### config.mk
export PLATFORM = sky130hd
export DESIGN_NAME = pid_heater_drive
export DESIGN_NICKNAME = d
export VERILOG_FILES = /design/src/rtl/pdh_pkg.sv /design/src/rtl/pid_heater_drive.sv /design/src/rtl/pdh_sequencer.sv /design/src/rtl/pdh_divider.sv /design/src/rtl/pdh_datapath.sv
export VERILOG_INCLUDE_DIRS = /design/src /design/src/rtl
export SDC_FILE = /design/constraint.sdc
export NUM_CORES = 2
export LEC_CHECK = 0
export ABC_AREA = 1
export BUFFER_PORTS_ARGS = -buffer_cell sky130_fd_sc_hd__buf_4
export CORE_ASPECT_RATIO = 1.25
export CORE_MARGIN = 4
export CORE_UTILIZATION = 65
export DETAILED_ROUTE_END_ITERATION = 10
export PLACE_DENSITY = 0.9
export SYNTH_ARGS = -nofsm -noshare
export SYNTH_HDL_FRONTEND = slang
export SYNTH_HIERARCHICAL = 1
export SYNTH_SLANG_ARGS = --single-unit
### constraint.sdc
create_clock -name clk -period 7.87 [get_ports clk]
set_input_delay 1.1805 -clock clk [delete_from_list [all_inputs] [get_ports clk]]
set_output_delay 1.1805 -clock clk [all_outputs]
set_load 0.05 [all_outputs]
### src/rtl/assert_macros.svh
// Assertion shorthands; the including module must provide clk and rst.
`ifndef ASSERT_MACROS_SVH
`define ASSERT_MACROS_SVH

// Same-cycle implication.
`define ASSERT_IMPLIES(label, ante, cons, msg) \
  label: assert property (@(posedge clk) disable iff (rst) (ante) |-> (cons)) \
    else $error(msg);

// Next-cycle implication.
`define ASSERT_NEXT(label, ante, cons, msg) \
  label: assert property (@(posedge clk) disable iff (rst) (ante) |=> (cons)) \
    else $error(msg);

`endif

### src/rtl/pdh_pkg.sv
package pdh_pkg;

  // datapath widths
  localparam int ERR_W  = 13;
  localparam int DER_W  = 14;
  localparam int INT_W  = 32;
  localparam int ACC_W  = 41;            // |kp*e + ki*i + kd*d| < 2^40
  localparam int MAG_W  = ACC_W - 1;
  localparam int DVS_W  = 16;
  localparam int CNT_W  = $clog2(MAG_W + 1);

  localparam logic [7:0] INTEGRATE_SPACING_DEF = 8'd1;
  localparam logic [7:0] HOLD_SPACING_DEF      = 8'd1;

  // register reset values
  localparam logic [11:0] SETPOINT_RST  = 12'(6000 / 3);
  localparam logic [7:0]  GAIN_P_RST    = 8'd30;
  localparam logic [7:0]  GAIN_I_RST    = 8'd4;
  localparam logic [7:0]  GAIN_D_RST    = 8'd20;
  localparam logic [15:0] DIVISOR_RST   = 16'd30;
  localparam logic [15:0] DRIVE_MAX_RST = 16'd270;
  localparam logic [7:0]  DRIVE_MIN_RST = 8'd0;
  localparam logic [7:0]  DEADBAND_RST  = 8'd4;

  // register indexes
  localparam logic [2:0] REG_SETPOINT  = 3'd0;
  localparam logic [2:0] REG_GAIN_P    = 3'd1;
  localparam logic [2:0] REG_GAIN_I    = 3'd2;
  localparam logic [2:0] REG_GAIN_D    = 3'd3;
  localparam logic [2:0] REG_DIVISOR   = 3'd4;
  localparam logic [2:0] REG_DRIVE_MAX = 3'd5;
  localparam logic [2:0] REG_DRIVE_MIN = 3'd6;
  localparam logic [2:0] REG_DEADBAND  = 3'd7;

  typedef struct packed {
    logic [11:0] setpoint;
    logic [7:0]  gain_p;
    logic [7:0]  gain_i;
    logic [7:0]  gain_d;
    logic [15:0] divisor;
    logic [15:0] drive_max;
    logic [7:0]  drive_min;
    logic [7:0]  deadband;
  } cfg_t;

  // microprogram addresses
  typedef logic [3:0] step_t;
  localparam step_t P_IDLE  = 4'd0;
  localparam step_t P_ERR   = 4'd1;
  localparam step_t P_STATE = 4'd2;
  localparam step_t P_MUL_P = 4'd3;
  localparam step_t P_MUL_I = 4'd4;
  localparam step_t P_MUL_D = 4'd5;
  localparam step_t P_SUM   = 4'd6;
  localparam step_t P_DIV   = 4'd7;
  localparam step_t P_DIVW  = 4'd8;
  localparam step_t P_CLAMP = 4'd9;
  localparam step_t P_OUT   = 4'd10;

  typedef enum logic [1:0] {
    MUL_NONE = 2'd0,
    MUL_P    = 2'd1,
    MUL_I    = 2'd2,
    MUL_D    = 2'd3
  } mul_sel_t;

  typedef enum logic [1:0] {
    ACC_HOLD = 2'd0,
    ACC_LOAD = 2'd1,
    ACC_ADD  = 2'd2
  } acc_op_t;

  // stay on the current step while the condition holds
  typedef enum logic [1:0] {
    H_NONE  = 2'd0,
    H_NO_IN = 2'd1,
    H_DIV   = 2'd2,
    H_OUT   = 2'd3
  } hold_t;

  typedef struct packed {
    logic     load_in;
    logic     err_load;
    logic     state_upd;
    mul_sel_t mul_sel;
    acc_op_t  acc_op;
    logic     div_start;
    logic     drive_load;
    logic     out_write;
  } ctrl_t;

  typedef struct packed {
    hold_t hold;
    step_t next;
    ctrl_t ctl;
  } ucode_t;

  typedef struct packed {
    logic in_valid;
    logic div_busy;
    logic out_busy;
  } seq_status_t;

  function automatic ucode_t ucode(step_t step);
    ucode_t w;
    w = '0;
    w.next = P_IDLE;
    unique case (step)
      P_IDLE: begin
        w.hold = H_NO_IN;
        w.next = P_ERR;
        w.ctl.load_in = 1'b1;
      end
      P_ERR: begin
        w.next = P_STATE;
        w.ctl.err_load = 1'b1;
      end
      P_STATE: begin
        w.next = P_MUL_P;
        w.ctl.state_upd = 1'b1;
      end
      P_MUL_P: begin
        w.next = P_MUL_I;
        w.ctl.mul_sel = MUL_P;
      end
      P_MUL_I: begin
        w.next = P_MUL_D;
        w.ctl.mul_sel = MUL_I;
        w.ctl.acc_op = ACC_LOAD;
      end
      P_MUL_D: begin
        w.next = P_SUM;
        w.ctl.mul_sel = MUL_D;
        w.ctl.acc_op = ACC_ADD;
      end
      P_SUM: begin
        w.next = P_DIV;
        w.ctl.acc_op = ACC_ADD;
      end
      P_DIV: begin
        w.next = P_DIVW;
        w.ctl.div_start = 1'b1;
      end
      P_DIVW: begin
        w.hold = H_DIV;
        w.next = P_CLAMP;
      end
      P_CLAMP: begin
        w.next = P_OUT;
        w.ctl.drive_load = 1'b1;
      end
      P_OUT: begin
        w.hold = H_OUT;
        w.next = P_IDLE;
        w.ctl.out_write = 1'b1;
      end
      default: w.next = P_IDLE;
    endcase
    return w;
  endfunction

endpackage

### src/rtl/pid_heater_drive.sv
// PID heater drive with anti-windup.
// Input channel: in_valid / in_stall carry one filtered ADC reading
// (measured_level) per transaction. Output channel: out_valid / out_stall
// carry the clamped PWM duty (drive) and the deadbanded error (error).
// Config port: cfg_we writes cfg_wdata into register cfg_index
// (0 setpoint, 1 gain_p, 2 gain_i, 3 gain_d, 4 divisor, 5 drive_max,
// 6 drive_min, 7 deadband); the user must write only while no transaction
// is in flight; the block itself does not enforce it.
// Timing: one reading at a time, taken only on the idle step. The program
// then runs error load, state update, the three gain products, sum, divide
// start, divide wait (held while a restoring divide retires one of 40
// quotient bits per cycle), clamp and output write. The next reading is
// taken on the idle step that follows the result write.
// A stalled result holds in the output register; the next reading is still
// taken and worked on, and the program waits on its last step until the
// register frees up.
// Reset (rst, synchronous): registers return to defaults, integral, held
// error, step counters and last drive clear, the program restarts idle.
`include "assert_macros.svh"

module pid_heater_drive #(
  parameter logic [7:0] INTEGRATE_SPACING = pdh_pkg::INTEGRATE_SPACING_DEF,
  parameter logic [7:0] HOLD_SPACING      = pdh_pkg::HOLD_SPACING_DEF
) (
  input  logic               clk,
  input  logic               rst,
  // configuration
  input  logic               cfg_we,
  input  logic [2:0]         cfg_index,
  input  logic [15:0]        cfg_wdata,
  // input channel
  input  logic               in_valid,
  output logic               in_stall,
  input  logic [11:0]        measured_level,
  // output channel
  output logic               out_valid,
  input  logic               out_stall,
  output logic [15:0]        drive,
  output logic signed [12:0] error
);

  pdh_pkg::cfg_t        cfg;
  pdh_pkg::step_t       step;
  pdh_pkg::ctrl_t       ctrl;
  pdh_pkg::seq_status_t status;

  logic                              div_busy;
  logic [pdh_pkg::MAG_W-1:0]         quotient;
  logic [pdh_pkg::MAG_W-1:0]         div_dividend;
  logic [pdh_pkg::DVS_W-1:0]         div_divisor;
  logic signed [pdh_pkg::ERR_W-1:0]  err_value;
  logic [15:0]                       drive_value;

  // ---------------------------------------------------------------------
  // Configuration registers
  // ---------------------------------------------------------------------
  always_ff @(posedge clk) begin
    if (rst) begin
      cfg.setpoint  <= pdh_pkg::SETPOINT_RST;
      cfg.gain_p    <= pdh_pkg::GAIN_P_RST;
      cfg.gain_i    <= pdh_pkg::GAIN_I_RST;
      cfg.gain_d    <= pdh_pkg::GAIN_D_RST;
      cfg.divisor   <= pdh_pkg::DIVISOR_RST;
      cfg.drive_max <= pdh_pkg::DRIVE_MAX_RST;
      cfg.drive_min <= pdh_pkg::DRIVE_MIN_RST;
      cfg.deadband  <= pdh_pkg::DEADBAND_RST;
    end else if (cfg_we) begin
      unique case (cfg_index)
        pdh_pkg::REG_SETPOINT:  cfg.setpoint  <= cfg_wdata[11:0];
        pdh_pkg::REG_GAIN_P:    cfg.gain_p    <= cfg_wdata[7:0];
        pdh_pkg::REG_GAIN_I:    cfg.gain_i    <= cfg_wdata[7:0];
        pdh_pkg::REG_GAIN_D:    cfg.gain_d    <= cfg_wdata[7:0];
        pdh_pkg::REG_DIVISOR:   cfg.divisor   <= cfg_wdata;
        pdh_pkg::REG_DRIVE_MAX: cfg.drive_max <= cfg_wdata;
        pdh_pkg::REG_DRIVE_MIN: cfg.drive_min <= cfg_wdata[7:0];
        pdh_pkg::REG_DEADBAND:  cfg.deadband  <= cfg_wdata[7:0];
        default:                cfg           <= cfg;
      endcase
    end
  end

  // ---------------------------------------------------------------------
  // Sequencer: the idle step is the only one that takes a reading
  // ---------------------------------------------------------------------
  assign in_stall        = step != pdh_pkg::P_IDLE;
  assign status.in_valid = in_valid;
  assign status.div_busy = div_busy;
  assign status.out_busy = out_valid && out_stall;

  pdh_sequencer u_seq (
    .clk    (clk),
    .rst    (rst),
    .status (status),
    .step   (step),
    .ctrl   (ctrl)
  );

  pdh_datapath #(
    .INTEGRATE_SPACING (INTEGRATE_SPACING),
    .HOLD_SPACING      (HOLD_SPACING)
  ) u_dp (
    .clk            (clk),
    .rst            (rst),
    .ctrl           (ctrl),
    .cfg            (cfg),
    .measured_level (measured_level),
    .quotient       (quotient),
    .div_dividend   (div_dividend),
    .div_divisor    (div_divisor),
    .err_value      (err_value),
    .drive_value    (drive_value)
  );

  pdh_divider u_div (
    .clk      (clk),
    .rst      (rst),
    .start    (ctrl.div_start),
    .dividend (div_dividend),
    .divisor  (div_divisor),
    .busy     (div_busy),
    .quotient (quotient)
  );

  // ---------------------------------------------------------------------
  // Output register: decouples the program from a stalled receiver
  // ---------------------------------------------------------------------
  always_ff @(posedge clk) begin
    if (rst) begin
      out_valid <= 1'b0;
    end else if (ctrl.out_write) begin
      out_valid <= 1'b1;
    end else if (out_valid && !out_stall) begin
      out_valid <= 1'b0;
    end
  end

  always_ff @(posedge clk) begin
    if (ctrl.out_write) begin
      drive <= drive_value;
      error <= err_value;
    end
  end

  // ---------------------------------------------------------------------
  // Assertions
  // ---------------------------------------------------------------------
  `ASSERT_NEXT(a_in_starts_program, in_valid && !in_stall, step == pdh_pkg::P_ERR, "input transaction did not start the program")
  `ASSERT_IMPLIES(a_div_in_wait_step, div_busy, step == pdh_pkg::P_DIVW, "divider busy outside its wait step")
  `ASSERT_IMPLIES(a_out_from_write_step, $rose(out_valid), $past(step) == pdh_pkg::P_OUT, "result appeared outside the write step")
  `ASSERT_IMPLIES(a_drive_in_limits, out_valid, drive <= cfg.drive_max || drive == 16'(cfg.drive_min), "drive outside clamp limits")

endmodule

### src/rtl/pdh_sequencer.sv
module pdh_sequencer (
  input  logic                clk,
  input  logic                rst,
  input  pdh_pkg::seq_status_t status,
  output pdh_pkg::step_t      step,
  output pdh_pkg::ctrl_t      ctrl
);

  pdh_pkg::ucode_t word;
  pdh_pkg::step_t  step_next;
  logic            hold;

  assign word = pdh_pkg::ucode(step);

  always_comb begin
    unique case (word.hold)
      pdh_pkg::H_NONE:  hold = 1'b0;
      pdh_pkg::H_NO_IN: hold = !status.in_valid;
      pdh_pkg::H_DIV:   hold = status.div_busy;
      pdh_pkg::H_OUT:   hold = status.out_busy;
      default:          hold = 1'b0;
    endcase
  end

  // actions fire only on the cycle the step is left
  assign step_next = hold ? step : word.next;
  assign ctrl      = hold ? '0 : word.ctl;

  always_ff @(posedge clk) begin
    if (rst) begin
      step <= pdh_pkg::P_IDLE;
    end else begin
      step <= step_next;
    end
  end

endmodule

### src/rtl/pdh_divider.sv
module pdh_divider (
  input  logic                        clk,
  input  logic                        rst,
  input  logic                        start,
  input  logic [pdh_pkg::MAG_W-1:0]   dividend,
  input  logic [pdh_pkg::DVS_W-1:0]   divisor,
  output logic                        busy,
  output logic [pdh_pkg::MAG_W-1:0]   quotient
);

  logic [pdh_pkg::DVS_W-1:0] rem;
  logic [pdh_pkg::DVS_W:0]   shifted;
  logic                      ge;
  logic [pdh_pkg::DVS_W:0]   diff;
  logic [pdh_pkg::CNT_W-1:0] cnt;

  // restoring division, one quotient bit per cycle
  assign shifted = {rem, quotient[pdh_pkg::MAG_W-1]};
  assign ge      = shifted >= {1'b0, divisor};
  assign diff    = shifted - {1'b0, divisor};

  always_ff @(posedge clk) begin
    if (rst) begin
      busy <= 1'b0;
      cnt  <= '0;
    end else if (start) begin
      busy <= 1'b1;
      cnt  <= pdh_pkg::CNT_W'(pdh_pkg::MAG_W);
    end else if (busy) begin
      cnt  <= cnt - 1'b1;
      busy <= cnt != pdh_pkg::CNT_W'(1);
    end
  end

  always_ff @(posedge clk) begin
    if (start) begin
      rem      <= '0;
      quotient <= dividend;
    end else if (busy) begin
      rem      <= ge ? diff[pdh_pkg::DVS_W-1:0] : shifted[pdh_pkg::DVS_W-1:0];
      quotient <= {quotient[pdh_pkg::MAG_W-2:0], ge};
    end
  end

endmodule

### src/rtl/pdh_datapath.sv
module pdh_datapath #(
  parameter logic [7:0] INTEGRATE_SPACING = pdh_pkg::INTEGRATE_SPACING_DEF,
  parameter logic [7:0] HOLD_SPACING      = pdh_pkg::HOLD_SPACING_DEF
) (
  input  logic                              clk,
  input  logic                              rst,
  input  pdh_pkg::ctrl_t                    ctrl,
  input  pdh_pkg::cfg_t                     cfg,
  input  logic [11:0]                       measured_level,
  input  logic [pdh_pkg::MAG_W-1:0]         quotient,
  output logic [pdh_pkg::MAG_W-1:0]         div_dividend,
  output logic [pdh_pkg::DVS_W-1:0]         div_divisor,
  output logic signed [pdh_pkg::ERR_W-1:0]  err_value,
  output logic [15:0]                       drive_value
);

  logic [11:0]                        level;
  logic signed [pdh_pkg::ERR_W-1:0]   err_raw;
  logic [pdh_pkg::ERR_W-1:0]          err_mag;
  logic signed [pdh_pkg::ERR_W-1:0]   err_db;
  logic signed [pdh_pkg::ERR_W-1:0]   held;
  logic signed [pdh_pkg::DER_W-1:0]   deriv;
  logic signed [pdh_pkg::INT_W-1:0]   integral;
  logic signed [pdh_pkg::INT_W:0]     int_sum;
  logic signed [pdh_pkg::INT_W-1:0]   int_sat;
  logic [7:0]                         int_count;
  logic [7:0]                         hold_count;
  logic                               int_fire;
  logic                               hold_fire;
  logic                               at_limit;
  logic [15:0]                        last_drive;
  logic [7:0]                         mul_g;
  logic signed [pdh_pkg::INT_W-1:0]   mul_b;
  logic signed [pdh_pkg::ACC_W-1:0]   prod_full;
  logic signed [pdh_pkg::ACC_W-1:0]   prod;
  logic signed [pdh_pkg::ACC_W-1:0]   acc;
  logic signed [pdh_pkg::ACC_W-1:0]   acc_abs;
  logic                               q_neg;
  logic [15:0]                        q_hi;
  logic [15:0]                        drive_next;

  // deadbanded error
  assign err_raw = $signed({1'b0, cfg.setpoint}) - $signed({1'b0, level});
  assign err_mag = err_raw[pdh_pkg::ERR_W-1] ? 13'(-err_raw) : 13'(err_raw);
  assign err_db  = (err_mag < {5'b0, cfg.deadband}) ? '0 : err_raw;

  // saturating integral update
  assign int_sum = {integral[pdh_pkg::INT_W-1], integral}
                 + {{(pdh_pkg::INT_W + 1 - pdh_pkg::ERR_W){err_value[pdh_pkg::ERR_W-1]}},
                    err_value};
  always_comb begin
    if (int_sum[pdh_pkg::INT_W] != int_sum[pdh_pkg::INT_W-1]) begin
      int_sat = int_sum[pdh_pkg::INT_W] ? 32'sh8000_0000 : 32'sh7FFF_FFFF;
    end else begin
      int_sat = int_sum[pdh_pkg::INT_W-1:0];
    end
  end

  assign int_fire  = int_count == INTEGRATE_SPACING;
  assign hold_fire = hold_count == HOLD_SPACING;
  assign at_limit  = (last_drive == cfg.drive_max) || (last_drive == {8'b0, cfg.drive_min});

  // shared 9x32 signed multiplier
  always_comb begin
    unique case (ctrl.mul_sel)
      pdh_pkg::MUL_P: begin
        mul_g = cfg.gain_p;
        mul_b = {{(pdh_pkg::INT_W - pdh_pkg::ERR_W){err_value[pdh_pkg::ERR_W-1]}}, err_value};
      end
      pdh_pkg::MUL_I: begin
        mul_g = cfg.gain_i;
        mul_b = integral;
      end
      pdh_pkg::MUL_D: begin
        mul_g = cfg.gain_d;
        mul_b = {{(pdh_pkg::INT_W - pdh_pkg::DER_W){deriv[pdh_pkg::DER_W-1]}}, deriv};
      end
      default: begin
        mul_g = '0;
        mul_b = '0;
      end
    endcase
  end
  assign prod_full = $signed({1'b0, mul_g}) * mul_b;

  // divider operands: magnitude of the sum, and the divisor with zero taken as one
  assign acc_abs      = acc[pdh_pkg::ACC_W-1] ? -acc : acc;
  assign div_dividend = acc_abs[pdh_pkg::MAG_W-1:0];
  assign div_divisor  = (cfg.divisor == '0) ? 16'd1 : cfg.divisor;

  // clamp; upper limit first, then lower
  always_comb begin
    q_hi = (quotient > {24'b0, cfg.drive_max}) ? cfg.drive_max : quotient[15:0];
    if (q_neg && (quotient != '0)) begin
      drive_next = {8'b0, cfg.drive_min};
    end else if (q_hi < {8'b0, cfg.drive_min}) begin
      drive_next = {8'b0, cfg.drive_min};
    end else begin
      drive_next = q_hi;
    end
  end

  always_ff @(posedge clk) begin
    if (rst) begin
      integral   <= '0;
      held       <= '0;
      int_count  <= '0;
      hold_count <= '0;
      last_drive <= '0;
    end else begin
      if (ctrl.state_upd) begin
        int_count  <= int_fire ? 8'd0 : int_count + 8'd1;
        hold_count <= hold_fire ? 8'd0 : hold_count + 8'd1;
        if (int_fire && !at_limit) begin
          integral <= int_sat;
        end
        if (hold_fire) begin
          held <= err_value;
        end
      end
      if (ctrl.out_write) begin
        last_drive <= drive_value;
      end
    end
  end

  always_ff @(posedge clk) begin
    if (ctrl.load_in) begin
      level <= measured_level;
    end
    if (ctrl.err_load) begin
      err_value <= err_db;
    end
    if (ctrl.state_upd) begin
      deriv <= {err_value[pdh_pkg::ERR_W-1], err_value} - {held[pdh_pkg::ERR_W-1], held};
    end
    if (ctrl.mul_sel != pdh_pkg::MUL_NONE) begin
      prod <= prod_full;
    end
    case (ctrl.acc_op)
      pdh_pkg::ACC_LOAD: acc <= prod;
      pdh_pkg::ACC_ADD:  acc <= acc + prod;
      default:           acc <= acc;
    endcase
    if (ctrl.div_start) begin
      q_neg <= acc[pdh_pkg::ACC_W-1];
    end
    if (ctrl.drive_load) begin
      drive_value <= drive_next;
    end
  end

endmodule
==> results.sh <==
export IMPL_arrival_time_reported_for_the_critical_path_endpoint_ns=7.72
export IMPL_min_path_cells=2
export IMPL_finalSetupTns_ns=0
export IMPL_cts_made_buffers=41
export IMPL_initial_antenna_violation_count=0
export IMPL_synth_yosys_warnings=6
export IMPL_reg2reg_from="u_seq/step[3]"
export IMPL_synth_nets=5018
export IMPL_cts_hold_buf=0
export IMPL_final_net_count=5027
export IMPL_p_per_area_nw_per_um2=182
export IMPL_fp_coreArea_um2=51500
export IMPL_first_global_vias=29700
export IMPL_run_status="finished clean"
export IMPL_detailedRoute_firstPassIterationCount=8
export IMPL_drc=0
export IMPL_design_die_area_um2=55800
export IMPL_worst_endpoint_required_ns=8.18
export IMPL_cts_resized=0
export IMPL_drt_first_iter_violations=2612
export IMPL_cpLargestDelayFamily="adder cells"
export IMPL_worst_path_most_repeated_cell="sky130_fd_sc_hd__inv_1"
export IMPL_worst_skew_pair_late_latency_ns=0.58
export IMPL_fmax_ghz=0.135
export IMPL_synth_seq_cells=396
export IMPL_largest_net_degree_at_the_start_of_global_routing=64
export IMPL_die_width_um=212
export IMPL_cts_sinks=396
export IMPL_grt_setup_unrepaired="no"
export IMPL_grt_remaining_overflow=0
export IMPL_path_max_fanout=19
export IMPL_total_leakage_power_uw=0.0184
export IMPL_period_needed_ns=7.41
export IMPL_cts_htree_levels=2
export IMPL_clkTransAtPathRegs_ns=0.06
export IMPL_layout_drive_gt1_share_pct=5.41
export IMPL_port_buffers=66
export IMPL_timing_rr_end="u_dp/prod[40]"
export IMPL_timing_hold_worst_start="u_dp/held[9]"
export IMPL_final_hold_violation_count=0
export IMPL_ff2ff_path_depth=27
export IMPL_timing_critical_path_buf_inv=7
export IMPL_fin_crit_sh_pct=94.2
export IMPL_area_growth_synth_to_final_pct=6.65
export IMPL_post_layout_utilization_of_the_core_pct=70.1
export IMPL_hold_class="flop to flop"
export IMPL_yosys_cell_types_count=59
export IMPL_insertedDiodeCount=0
export IMPL_hold_end="u_dp/held[9]"
export IMPL_globalplace_congestion=0.987
export IMPL_synth_main_ff_cell="sky130_fd_sc_hd__edfxtp_1"
export IMPL_routedWlPerCell_um=16.6
export IMPL_tightestPinTransition_ns=1.22
export IMPL_synthTopCellsByCount="sky130_fd_sc_hd__nand2_1, sky130_fd_sc_hd__inv_1, sky130_fd_sc_hd__nor2_1"
export IMPL_synth_top_cells_by_area="sky130_fd_sc_hd__edfxtp_1, sky130_fd_sc_hd__nand2_1, sky130_fd_sc_hd__fa_1"
export IMPL_clockBufferDepth=3
export IMPL_synth_async_reset_ratio_pct=0
export IMPL_floorplan_rows=93
export IMPL_dp_hpwl_um=66000
export IMPL_critical_path_max_stage_delay_ns=0.62
export IMPL_cts_post_setup_buffers_inserted=0
export IMPL_mappedNetlistArea_um2=33900
export IMPL_synth_edff_count=207
export IMPL_post_synth_inst_count=4545
export IMPL_floorplan_initialDensity_pct=65.7
export IMPL_post_synth_top_area_cell="sky130_fd_sc_hd__edfxtp_1"
export IMPL_regToRegSetupSlack_ns=0.46
export IMPL_synth_top_area_share_pct=18.4
export IMPL_finalClockSkew_ns=0.0182
export IMPL_timing_max_cap_violations=0
export IMPL_endpoints_failing_setup=0
export IMPL_dr_total_vias=30000
export IMPL_die_height_um=263
export IMPL_ant_nets=0
export IMPL_postSynthAreaPerCell_um2=7.45
export IMPL_viasPerCell=5.71
export IMPL_portion_of_the_post_synthesis_area_used_by_sequential_elements_pct=29.5
export IMPL_critPathKind="flop to flop"
export IMPL_tritoncts="done"
export IMPL_critPathLaunch="u_seq/step[3]"
export IMPL_grt_usage_pct=30.8
export IMPL_timing_critical_path_from_type="flop"
export IMPL_cts_root_buffer_cell="sky130_fd_sc_hd__clkbuf_16"
export IMPL_timing_critical_path_slowest_stage_cell="sky130_fd_sc_hd__o21ai_2"
export IMPL_route_final_wire_length_um=87200
export IMPL_ir_drop_v=0.000229
export IMPL_slew_limit_headroom_pct=18.2
export IMPL_yosysMostFrequentCell="sky130_fd_sc_hd__nand2_1"
export IMPL_worstSetupEndpointType="flop"
export IMPL_report_final_slew_viol_count=0
export IMPL_pin_count=67
export IMPL_grt_pass1_wl_um=142000
-- routing by layer --
layer | global-route usage [%] | up-vias | wire [µm]
li1 | - | 14400 | -
met1 | 36.6 | 14000 | 33400
met2 | 54.4 | 1252 | 43500
met3 | 3.84 | 349 | 5440
met4 | 15.7 | 0 | 4830
met5 | 0 | - | 0
-- per-stage QoR --
stage | setup WS (ns) | cells | hold slack (ns) | total power [µW] | area, µm²
global route | 0.0162 | 5252 | 0.479 | 6940 | 36100
finish | 0.459 | 5252 | 0.460 | 6590 | 36100
detailed placement | 0.605 | 5176 | 0.452 | 4620 | 34800
CTS | 0.556 | 5252 | 0.461 | 6560 | 36100
global placement | 0.855 | 5176 | 0.442 | 4570 | 34800
floorplan | 1.71 | 4545 | 0.421 | 4140 | 33900
-- placed cells by master, fill, tap and decap left out, types with 7 or more instances in the layout --
| cell type | netlist | layout |
|---|---|---|
| sky130_fd_sc_hd__nand2_1 | 1140 | 1140 |
| sky130_fd_sc_hd__inv_1 | 808 | 807 |
| sky130_fd_sc_hd__nor2_1 | 421 | 419 |
| sky130_fd_sc_hd__a21oi_1 | 255 | 255 |
| sky130_fd_sc_hd__nand3_1 | 240 | 240 |
| sky130_fd_sc_hd__ha_1 | 234 | 234 |
| sky130_fd_sc_hd__o21ai_0 | 208 | 208 |
| sky130_fd_sc_hd__edfxtp_1 | 207 | 207 |
| sky130_fd_sc_hd__fa_1 | 203 | 203 |
| sky130_fd_sc_hd__dfxtp_1 | 189 | 189 |
| sky130_fd_sc_hd__xor2_1 | 109 | 109 |
| sky130_fd_sc_hd__buf_4 | 12 | 94 |
| sky130_fd_sc_hd__xnor2_1 | 64 | 64 |
| sky130_fd_sc_hd__clkbuf_16 | 0 | 43 |
| sky130_fd_sc_hd__nor2_2 | 38 | 39 |
| sky130_fd_sc_hd__nand4_1 | 38 | 38 |
| sky130_fd_sc_hd__nor3_1 | 32 | 30 |
| sky130_fd_sc_hd__a31oi_1 | 28 | 28 |
| sky130_fd_sc_hd__nor4_1 | 28 | 28 |
| sky130_fd_sc_hd__nand3b_1 | 16 | 16 |
| sky130_fd_sc_hd__clkbuf_1 | 85 | 16 |
| sky130_fd_sc_hd__o21bai_1 | 16 | 16 |
| sky130_fd_sc_hd__nand2_2 | 14 | 14 |
| sky130_fd_sc_hd__o211ai_1 | 11 | 11 |
| sky130_fd_sc_hd__o21a_1 | 10 | 10 |
| sky130_fd_sc_hd__a21o_1 | 9 | 9 |
| sky130_fd_sc_hd__a211oi_1 | 8 | 8 |
| sky130_fd_sc_hd__or2_2 | 8 | 8 |
| sky130_fd_sc_hd__o21ai_1 | 7 | 7 |
-- registers in the layout (all words and copies together) (netlist names), 32 cells and up --
register	flops
cfg	84
u_div/quotient	40
u_dp/acc	41
u_dp/integral	32
u_dp/prod	41
-- cell type report --
| cell class | count | area (µm²) |
|---|---|---|
| inverters | 817 | 3070 |
| fillers | 4065 | 15400 |
| repair buffers | 94 | 706 |
| well taps | 665 | 832 |
| multi-input cells | 3204 | 20200 |
| clock inverters | 15 | 145 |
| flip-flops and latches | 396 | 10000 |
| clock buffers | 61 | 1160 |
-- power by group --
part           switching [µW]  leakage [µW]  internal, µW  total (µW)
Sequential                133       0.00342          2370        2500
Clock                     852      0.000635          1070        1920
Combinational            1440        0.0144           717        2160
Total                    2430        0.0184          4160        6590
-- cell families (layout without fill, tap and decap cells) --
| logic type | Yosys count | in the layout | synth area share [%] |
|---|---|---|---|
| buffers and inverters | 945 | 987 | 10.9 |
| flip-flops | 396 | 396 | 29.5 |
| AO/OA/AOI/OAI | 585 | 585 | 9.54 |
| AND/OR/NAND/NOR | 2007 | 2007 | 24.9 |
| XOR/XNOR | 175 | 175 | 4.57 |
| adder cells (fa/ha/maj) | 437 | 437 | 20.6 |
-- worst max-delay path by stage --
stage | cells past startpoint | endpoint
6_report | 27 | u_dp/prod[40]
4_1_cts | 27 | u_dp/prod[40]
3_5_place_dp | 27 | u_dp/prod[40]
3_3_place_gp | 27 | u_dp/prod[40]
5_1_grt | 27 | u_dp/prod[40]
2_1_floorplan | 29 | u_dp/prod[33]
-- worst reg2reg max path: stages (launching register included) --
cell and delay [ns]:
sky130_fd_sc_hd__dfxtp_1 0.35, sky130_fd_sc_hd__inv_1 0.10, sky130_fd_sc_hd__nand2_1 0.16, sky130_fd_sc_hd__o21ai_0 0.58, sky130_fd_sc_hd__clkinv_1 0.21, sky130_fd_sc_hd__nor2_2 0.14, sky130_fd_sc_hd__inv_1 0.12, sky130_fd_sc_hd__o21ai_2 0.62
sky130_fd_sc_hd__a21oi_1 0.08, sky130_fd_sc_hd__nor2_1 0.53, sky130_fd_sc_hd__nand2_1 0.28, sky130_fd_sc_hd__inv_1 0.15, sky130_fd_sc_hd__fa_1 0.54, sky130_fd_sc_hd__inv_1 0.19, sky130_fd_sc_hd__fa_1 0.48, sky130_fd_sc_hd__inv_1 0.19
sky130_fd_sc_hd__fa_1 0.45, sky130_fd_sc_hd__fa_1 0.50, sky130_fd_sc_hd__ha_1 0.36, sky130_fd_sc_hd__nand2_1 0.10, sky130_fd_sc_hd__nor2_1 0.15, sky130_fd_sc_hd__inv_1 0.08, sky130_fd_sc_hd__nor4_1 0.31, sky130_fd_sc_hd__nand3_1 0.13
sky130_fd_sc_hd__nand3_1 0.15, sky130_fd_sc_hd__nand3_1 0.09, sky130_fd_sc_hd__nand2_1 0.08, sky130_fd_sc_hd__xor2_1 0.07
Note: power is estimated with default switching activity, not from simulation.
